--- src/hw/rtl/ilist_pkg.sv ---
`default_nettype none

package ilist_pkg;

  localparam int unsigned DATA_W = 32;
  localparam int unsigned AT_W = 13;
  localparam int unsigned TREE_RADIX_LOG = 4;

  typedef enum logic [1:0] {
    REQ_GET    = 2'd0,
    REQ_INSERT = 2'd1,
    REQ_TAIL   = 2'd2,
    REQ_DELETE = 2'd3
  } req_e;

  typedef enum logic [1:0] {
    ST_DONE  = 2'd0,
    ST_RANGE = 2'd1,
    ST_FULL  = 2'd2
  } status_e;

  typedef enum logic {
    S_IDLE = 1'b0,
    S_READ = 1'b1
  } state_e;

  typedef struct packed {
    logic            ins;
    logic            del;
    logic [AT_W-1:0] at;
    logic [AT_W-1:0] rd_at;
  } cell_ctrl_t;

  function automatic int tree_latency(input int levels);
    int n;
    n = 0;
    for (int d = 0; d < levels; d++) begin
      if (((levels - d) % TREE_RADIX_LOG == 0) || (d == 0)) begin
        n++;
      end
    end
    return n;
  endfunction

endpackage

`default_nettype wire

--- src/hw/rtl/ilist_cell.sv ---
`default_nettype none

module ilist_cell #(
  parameter int INDEX = 0
) (
  input  wire                              clk_i,
  input  ilist_pkg::cell_ctrl_t            ctrl_i,
  input  wire  [ilist_pkg::DATA_W-1:0]     value_i,
  input  wire  [ilist_pkg::DATA_W-1:0]     left_i,
  input  wire  [ilist_pkg::DATA_W-1:0]     right_i,
  output logic [ilist_pkg::DATA_W-1:0]     data_o,
  output logic [ilist_pkg::DATA_W-1:0]     rd_o
);

  localparam logic [ilist_pkg::AT_W-1:0] IDX = ilist_pkg::AT_W'(INDEX);

  logic [ilist_pkg::DATA_W-1:0] data_q;

  always_ff @(posedge clk_i) begin
    if (ctrl_i.ins) begin
      if (IDX == ctrl_i.at) begin
        data_q <= value_i;
      end else if (IDX > ctrl_i.at) begin
        data_q <= left_i;
      end
    end else if (ctrl_i.del && (IDX >= ctrl_i.at)) begin
      data_q <= right_i;
    end
  end

  assign data_o = data_q;
  assign rd_o   = (IDX == ctrl_i.rd_at) ? data_q : '0;

endmodule

`default_nettype wire

--- config.mk ---
export PLATFORM = sky130hd
export DESIGN_NAME = ilist_cell
export DESIGN_NICKNAME = d
export VERILOG_FILES = /design/src/hw/rtl/ilist_pkg.sv /design/src/hw/rtl/ilist_cell.sv
export SDC_FILE = /design/constraint.sdc
export NUM_CORES = 1
export LEC_CHECK = 0
export BUFFER_PORTS_ARGS = -buffer_cell sky130_fd_sc_hd__buf_2
export CORE_MARGIN = 5
export CORE_UTILIZATION = 38
export CTS_CLUSTER_DIAMETER = 100
export DETAILED_ROUTE_END_ITERATION = 16
export PLACE_DENSITY = 0.8
export SETUP_SLACK_MARGIN = 0.1
export SLEW_MARGIN = 20
export SYNTH_ARGS = -nofsm -noshare
export SYNTH_HDL_FRONTEND = slang
export SYNTH_SLANG_ARGS = --single-unit
--- constraint.sdc ---
create_clock -name clk_i -period 1.8 [get_ports clk_i]
set_input_delay 0.09 -clock clk_i [delete_from_list [all_inputs] [get_ports clk_i]]
set_output_delay 0.09 -clock clk_i [all_outputs]
set_load 0.05 [all_outputs]
==> results of run 1 <==
where the power goes:
part	leakage [nW]	internal [mW]	switching, mW
Clock	0.0532	0.403	0.257
Sequential	0.287	0.825	0.0000481
Combinational	1.38	0.219	0.0904
Total	1.72	1.45	0.348
cell families after synthesis:
family / Yosys count
multiplexers: 64
AND/OR/NAND/NOR: 45
flip-flops: 32
buffers and inverters: 10
layer usage:
metal  GRT usage, %  up-vias  wire length (um)
met5              0        -                 0
met4          5.899        0                97
met3          4.227       10               644
met2          32.98      111              3534
met1          16.96      895              2047
li1               -      938                 -
stage by stage:
step           instance area, um2  power, mW  hold WS (ns)  worst slack (ns)  util (%)
4_1_cts                      3307      1.822       0.09741            0.3082     59.69
5_1_grt                      3307      1.889       0.09245            0.2259     59.69
6_report                     3307      1.795        0.1085            0.3135     59.69
3_5_place_dp                 3201      1.154        0.3942            0.2927     57.77
2_1_floorplan                2172     0.9995        0.3079            0.2077         -
3_3_place_gp                 3201      1.139        0.3905            0.3353     57.77
path summary, 6_finish.rpt:
kind / start / end / slack [ns] / cells past startpoint
setup / recovery: ctrl_i[7] / rd_o[14] / 0.31 / 6
hold / removal: value_i[23] / data_o[23] / 0.11 / 2
layout make-up:
class	count	area [um2]	area share (%)
Timing Repair Buffer	193	1003	30.34
Sequential cell	32	960.9	29.06
Clock buffer	5	68.82	2.081
Tap cell	72	90.09	2.724
Clock inverter	3	37.54	1.135
Multi-Input combinational cell	109	1146	34.66
synth_stat cells (all sizes together):
cell	count
and2	32
and4	2
buf	7
clkbuf	3
edfxtp	32
mux2	64
nand4	1
nor2	2
nor3	3
nor3b	1
nor4	4
==> run_results.csv, run 1 <==
group,metric,value,unit
clock_tree,cts_tree,"yes",
setup_path,path_cells,"buf_2 -> nor4_1 -> and4_1 -> buf_4 -> and2_1 -> buf_2",
die,fp.coreArea,5540,um2
setup_path,start_kind,"input pin",
placed_design,hpwl,5.310,mm
final_layout,final_nets,466,
setup_path,cp-end-kind,"output pin",
final_layout,largest_reg_flops,32,
sta,drv_slew,0,
yosys,yosysSeqAreaShare,44.24,%
route,dr.pass1.iters,4,
yosys,synth-compound-area-share,0,%
clock_tree,cts_resized,0,
yosys,synth.area.top_cells,"edfxtp_1 (44%), mux2_4 (21%), mux2_2 (18%)",
grt,grt.total_usage,16.82,%
route,drtIter0Drc,31,
clock_tree,clkSinkCount,32,
route,wirelength,6.324,mm
yosys,ys_types,16,
power_and_ir_drop,peakVddDrop,0.0003103,V
clock_tree,cts_root_buf,"clkbuf_8",
yosys,ys_warn_count,0,
yosys,synth_xor_area_share,0,%
placed_design,dp_cells,406,
yosys,ys_ff_latch,32,
grt,grt_overflow,0,
clock_tree,cts_inserted_buffers,5,
die,die_w,85.61,um
sta,setup_viol,0,
route,wl_per_cell,15.28,um
route,via_count,1954,
yosys,synthAdderAreaFrac,0,%
setup_path,cpMostUsedCell,"buf_2",
sta,slew_headroom,81.70,%
power_and_ir_drop,power.density,542.8,nW/um2
grt,antenna_found_initial,0,
final_layout,fill_cells,483,
route,drcViolationCount,0,
status,status,"completed",
sta,rsz0062_at_grt,"no",
die,chipHeight,85.61,um
die,ioPinCount,189,
grt,grt_max_degree,33,
clock_tree,postCtsHoldBufs,0,
setup_path,critPathTopFamily,"simple AND/OR/NAND/NOR gates",
yosys,synthSimpleGateAreaFrac,14.40,%
setup_path,crit_arrival,1.40,ns
worst_hold_path,hold_path_class,"in -> reg",
final_layout,final_cell_mix,"buf_2 (188), mux2_2 (34), and2_1 (32), edfxtp_1 (32), mux2_4 (30)",
clock_tree,clk_pin_slew,0.07,ns
die,die-area,7328,um2
final_layout,finalNonFillerCells,414,
yosys,syn_avg_cell_area,14.38,um2
setup_path,critPathBufInv,3,
placed_design,port_buffers,188,
yosys,netlist_area,2172,um2
job,maxCapViolations,0,
die,start_util,39.21,%
yosys,synth_top_area_share,44.24,%
yosys,syn_inst,151,
setup_path,slowest_stage,"nor4_1",
die,rows,27,
sta,min_period_over_period,82.58,%
sta,finalSetupTns,0,ns
grt,grt_pass1_vias,2092,
clock_tree,cts_setup_buffers,0,
sta,max_freq,672.7,MHz
final_layout,final_common_cell,"buf_2",
final_layout,drive_gt1_share,78.36,%
setup_path,crit_required,1.71,ns
yosys,synth_top_family_by_area,"multiplexers",
setup_path,critPathMaxStageDelay,0.27,ns
yosys,synth_mux_area_share,38.36,%
yosys,synth_top_area_cell,"edfxtp_1",
clock_tree,cts_max_path_buffers,2,
final_layout,area_delta_synth_final,52.25,%
sta,finalHoldViolCount,0,
setup_path,critical_path.max_fanout,32,
sta,fin_crit,1.486,ns
yosys,syn_nets,276,
placed_design,gp_congestion,0.7316,
final_layout,num_antenna_cells,0,
power_and_ir_drop,leakage,1.717,nW
clock_tree,htreeDepth,2,
sta,worst_pin_slew,0.2722,ns
grt,grt_pass1_wl,9.687,mm
route,drt-vias-per-instance,4.720,
setup_path,critical_path_class,"in -> out",
route,antenna_left,0,
(Power assumes the default switching activity.)
==> run 2: changes to the inputs <==
clock period = 1.5 ns   (was 1.8 ns; I/O delays follow)
==> run 2 against run 1 <==
Effect of this change: combinational power increased by 21%; non-clock buffer count increased by 3; flip-flop and latch count unchanged; critical path type unchanged; largest cell class unchanged.
==> run_results.csv, run 2 (synthesized netlist as in run 1, its figures left out) <==
group,metric,value,unit
final_layout,num_antenna_cells,0,
grt,grt_use_met3,4.419,%
final_layout,final_cell_mix,"buf_2 (158), mux2_2 (34), and2_1 (32), edfxtp_1 (32), buf_4 (31)",
die,chipHeight,85.61,um
sta,fin_crit,1.343,ns
grt,top_usage_layer,"met2",
clock_tree,htreeDepth,2,
route,drtIter0Drc,42,
clock_tree,postCtsHoldBufs,0,
die,die_w,85.61,um
sta,finalSetupTns,0,ns
final_layout,fill_cells,484,
die,start_util,39.21,%
clock_tree,clk_pin_slew,0.07,ns
sta,slew_headroom,79.44,%
die,ioPinCount,189,
final_layout,multi_input_area,1156,um2
power_and_ir_drop,power.density,579.4,nW/um2
final_layout,drive_gt1_share,78.84,%
final_layout,area_delta_synth_final,56.85,%
die,rows,27,
clock_tree,cts_inserted_buffers,5,
grt,antenna_found_initial,0,
sta,setup_viol,0,
final_layout,stdcell_area,3407,um2
clock_tree,cts_max_path_buffers,2,
grt,grt_pass1_vias,2255,
sta,worst_pin_slew,0.3060,ns
setup_path,critical_path.max_fanout,15,
placed_design,hpwl,5.528,mm
setup_path,crit_required,1.42,ns
status,status,"completed",
job,maxCapViolations,0,
clock_tree,cts_setup_buffers,0,
final_layout,final_common_cell,"buf_2",
route,antenna_left,0,
grt,grt_overflow,0,
grt,grt_pass1_wl,10.15,mm
final_layout,finalNonFillerCells,417,
route,drcViolationCount,0,
setup_path,crit_arrival,1.27,ns
setup_path,critical_path_class,"in -> out",
clock_tree,cts_root_buf,"clkbuf_8",
sta,finalHoldViolCount,0,
route,wl_per_cell,16.09,um
grt,grt.total_usage,17.64,%
grt,use_met1,16.93,%
clock_tree,clkSinkCount,32,
sta,drv_slew,0,
setup_path,start_kind,"input pin",
worst_hold_path,hold_path_class,"in -> reg",
route,via_count,1965,
setup_path,cp-end-kind,"output pin",
placed_design,port_buffers,188,
final_layout,seqCellArea,960.9,um2
sta,max_freq,744.7,MHz
route,wirelength,6.710,mm
die,fp.coreArea,5540,um2
placed_design,dpl_cell_area,3224,um2
route,drt-vias-per-instance,4.712,
power_and_ir_drop,peakVddDrop,0.0003017,V
power_and_ir_drop,leakage,1.716,nW
placed_design,dp_cells,409,
final_layout,final_nets,469,
final_layout,largest_reg_flops,32,
grt,use_met2,35.73,%
sta,rsz0062_at_grt,"no",
placed_design,gp_congestion,0.7694,
route,dr.pass1.iters,4,
die,die-area,7328,um2
clock_tree,cts_tree,"yes",
sta,min_period_over_period,89.52,%
grt,grt_max_degree,18,
-- run 2: through the flow --
step | utilization [%] | setup slack, ns | hold WS [ns] | power (mW)
detailed placement | 58.20 | -0.01970 | 0.3784 | 1.385
global placement | 58.20 | 0.01188 | 0.3756 | 1.368
finish | 61.50 | 0.1572 | 0.09360 | 1.974
floorplan | - | 0.1344 | 0.2929 | 1.201
CTS | 61.02 | 0.09683 | 0.08327 | 2.005
global route | 61.50 | 0.1031 | 0.07929 | 2.078
-- run 2: area by class of cell --
type,count,area share [%]
clock buffers,7,2.240
repair buffers,196,32.87
well taps,72,2.644
clock inverters,1,0.1102
multi-input cells,109,33.93
flip-flops and latches,32,28.20
-- run 2: metal layers --
metal / wire length, um / share of wire (%) / vias up
li1: - / - / 946
met1: 2156 / 32 / 902
met2: 3889 / 58 / 109
met3: 571 / 8.5 / 8
met4: 92 / 1.4 / 0
met5: 0 / 0 / -
-- run 2: critical path, stage by stage --
cell    delay (ns)
buf_2         0.10
nor4_1        0.28
and4_4        0.30
buf_6         0.16
and2_1        0.15
buf_4         0.19
-- run 2: final timing paths --
check | start | to | cells past startpoint
worst max-delay path | ctrl_i[7] | rd_o[25] | 6
worst min-delay path | value_i[19] | data_o[19] | 2
-- run 2: timing repair --
item	4_1_cts	5_1_grt
pin swaps	0	1
cloned	0	0
resized for setup	31	7
endpoints found under the setup margin	30	30
-- run 2: report_power, final --
part | internal (mW) | switching (mW)
registers | 0.991 | 0.0000603
clock network | 0.322 | 0.287
logic | 0.263 | 0.110
total | 1.58 | 0.398
==> run 3: changes to the inputs <==
CORE_UTILIZATION = 24   (was 38)
PLACE_DENSITY = not set   (was 0.8)
clock period = 1.2 ns   (was 1.5 ns; I/O delays follow)
==> run 3 against run 2 <==
Effect of this change: the run now ends with negative setup slack left; cell area grew 14%; wire length is 5.4% higher; sequential power grew 25%; combinational power is 34% higher; utilization decreased by 17 points; hold slack worse by 0.018 ns; count of clock-buffer cells in the layout fell by 1; highest routed layer unchanged.
==> run_results.csv, run 3 (synthesized netlist as in run 1, its figures left out) <==
group,metric,value,unit
status,status,"complete, but fails checks",
status,violations,"negative setup slack",
clock_tree,clkSinkCount,32,
grt,grt_pass1_vias,2171,
die,fp.coreArea,8763,um2
power_and_ir_drop,peakVddDrop,0.0003765,V
setup_path,critical_path.max_fanout,16,
grt,antenna_found_initial,0,
sta,setup_viol,32,
placed_design,port_buffers,188,
route,wl_per_cell,15.55,um
setup_path,critical_path_class,"in -> out",
grt,grt_pass1_wl,10.99,mm
setup_path,critPathMaxStageDelay,0.31,ns
power_and_ir_drop,internal_power,2.210,mW
final_layout,final_common_cell,"buf_2",
setup_path,crit_arrival,1.23,ns
sta,fin_crit,1.290,ns
sta,finalSetupTns,-2.310,ns
grt,grt_overflow,0,
die,start_util,24.79,%
die,chipHeight,105.1,um
setup_path,critPathBufInv,3,
grt,grt.total_usage,12.32,%
power_and_ir_drop,power_switching,0.5565,mW
sta,drv_slew,0,
die,die-area,11050,um2
sta,finalHoldViolCount,0,
clock_tree,cts_tree,"yes",
power_and_ir_drop,power.density,713.1,nW/um2
die,rows,34,
placed_design,gp_congestion,0.7525,
final_layout,stdcell_area,3880,um2
worst_hold_path,hold_path_class,"in -> reg",
setup_path,crit_cells,6,
clock_tree,clk_pin_slew,0.07,ns
setup_path,path_cells,"buf_6 -> nor4_4 -> and4_4 -> buf_12 -> and2_2 -> buf_8",
sta,rsz0062_at_grt,"yes",
sta,fin_ws,-0.08974,ns
route,dr.pass1.iters,4,
setup_path,cp-end-kind,"output pin",
sta,max_freq,775.4,MHz
power_and_ir_drop,power_frac_clock,37.1,%
placed_design,hpwl,5.373,mm
route,drtIter0Drc,51,
sta,min_period_over_period,107.5,%
power_and_ir_drop,leakage,1.866,nW
final_layout,largest_reg_flops,32,
route,wirelength,7.073,mm
route,via_count,1981,
route,drcViolationCount,0,
clock_tree,cts_setup_buffers,0,
die,ioPinCount,189,
setup_path,worstSetupEndpoint,"rd_o[29]",
setup_path,crit_required,1.14,ns
job,maxCapViolations,0,
final_layout,final_cell_mix,"buf_2 (148), mux2_2 (32), mux2_4 (32), edfxtp_1 (32), buf_8 (21)",
placed_design,dpl_cell_area,3366,um2
setup_path,slowest_stage,"and4_4",
power_and_ir_drop,power,2.767,mW
setup_path,critPathTopFamily,"simple AND/OR/NAND/NOR gates",
final_layout,final_nets,471,
route,drt-vias-per-instance,4.354,
route,antenna_left,0,
die,die_w,105.1,um
setup_path,startpoint,"ctrl_i[7]",
grt,grt_max_degree,33,
clock_tree,cts_max_path_buffers,2,
setup_path,start_kind,"input pin",
final_layout,num_antenna_cells,0,
sta,holdWs,0.07592,ns
power_and_ir_drop,seq_power_share,44.7,%
final_layout,drive_gt1_share,89.34,%
clock_tree,cts_inserted_buffers,5,
final_layout,area_delta_synth_final,78.63,%
power_and_ir_drop,p_comb_share,18.2,%
sta,slew_headroom,83.73,%
sta,worst_pin_slew,0.2422,ns
clock_tree,htreeDepth,2,
clock_tree,cts_root_buf,"clkbuf_8",
power_and_ir_drop,sw_frac_of_total,20.11,%
-- run 3: through the flow --
step	setup WS (ns)	cells	util, %
global placement	-0.2267	446	38.41
global route	-0.1270	455	44.27
CTS	-0.07242	455	43.72
floorplan	-0.1059	151	-
finish	-0.08974	455	44.27
detailed placement	-0.2620	446	38.41
-- run 3: what timing repair did --
action / CTS / global route
gates cloned: 1 / 0
gates resized for setup: 92 / 15
hold buffers: 0 / 0
endpoints found under the setup margin: 64 / 64
pin swaps: 1 / 2
-- run 3: layout make-up --
cell class                 instances  area [um2]
fill                             808        4883
timing repair buffer             198        1415
multi-input combinational        109        1261
sequential                        32       960.9
tap                              108       135.1
clock buffer                       6       72.57
clock inverter                     2       35.03
-- run 3: worst min-delay path by stage --
stage                     depth (start not counted)   startpoint    endpoint  slack (ns)
after detailed placement                          2  value_i[26]  data_o[26]        0.36
final                                             2  value_i[26]  data_o[26]        0.08
after CTS                                         2  value_i[26]  data_o[26]        0.06
after global placement                            2   value_i[1]   data_o[1]        0.36
after global routing                              2  value_i[26]  data_o[26]        0.06
after floorplan                                   1  value_i[10]  data_o[10]        0.28
-- run 3: layer usage --
metal | up-vias | GRT usage, % | wire length [um]
met4 | 0 | 3.288 | 49
li1 | 948 | - | -
met5 | - | 0 | 0
met2 | 98 | 23.34 | 3961
met1 | 933 | 13.40 | 2480
met3 | 2 | 3.268 | 582
-- run 3: power groups by stage --
stage | sequential [mW] | clock, mW | combinational [mW]
2_1_floorplan | 1.26 | 0 | 0.244
3_3_place_gp | 1.26 | 0 | 0.463
3_5_place_dp | 1.26 | 0 | 0.475
4_1_cts | 1.24 | 1.07 | 0.505
5_1_grt | 1.24 | 1.12 | 0.547
6_report | 1.24 | 1.03 | 0.503
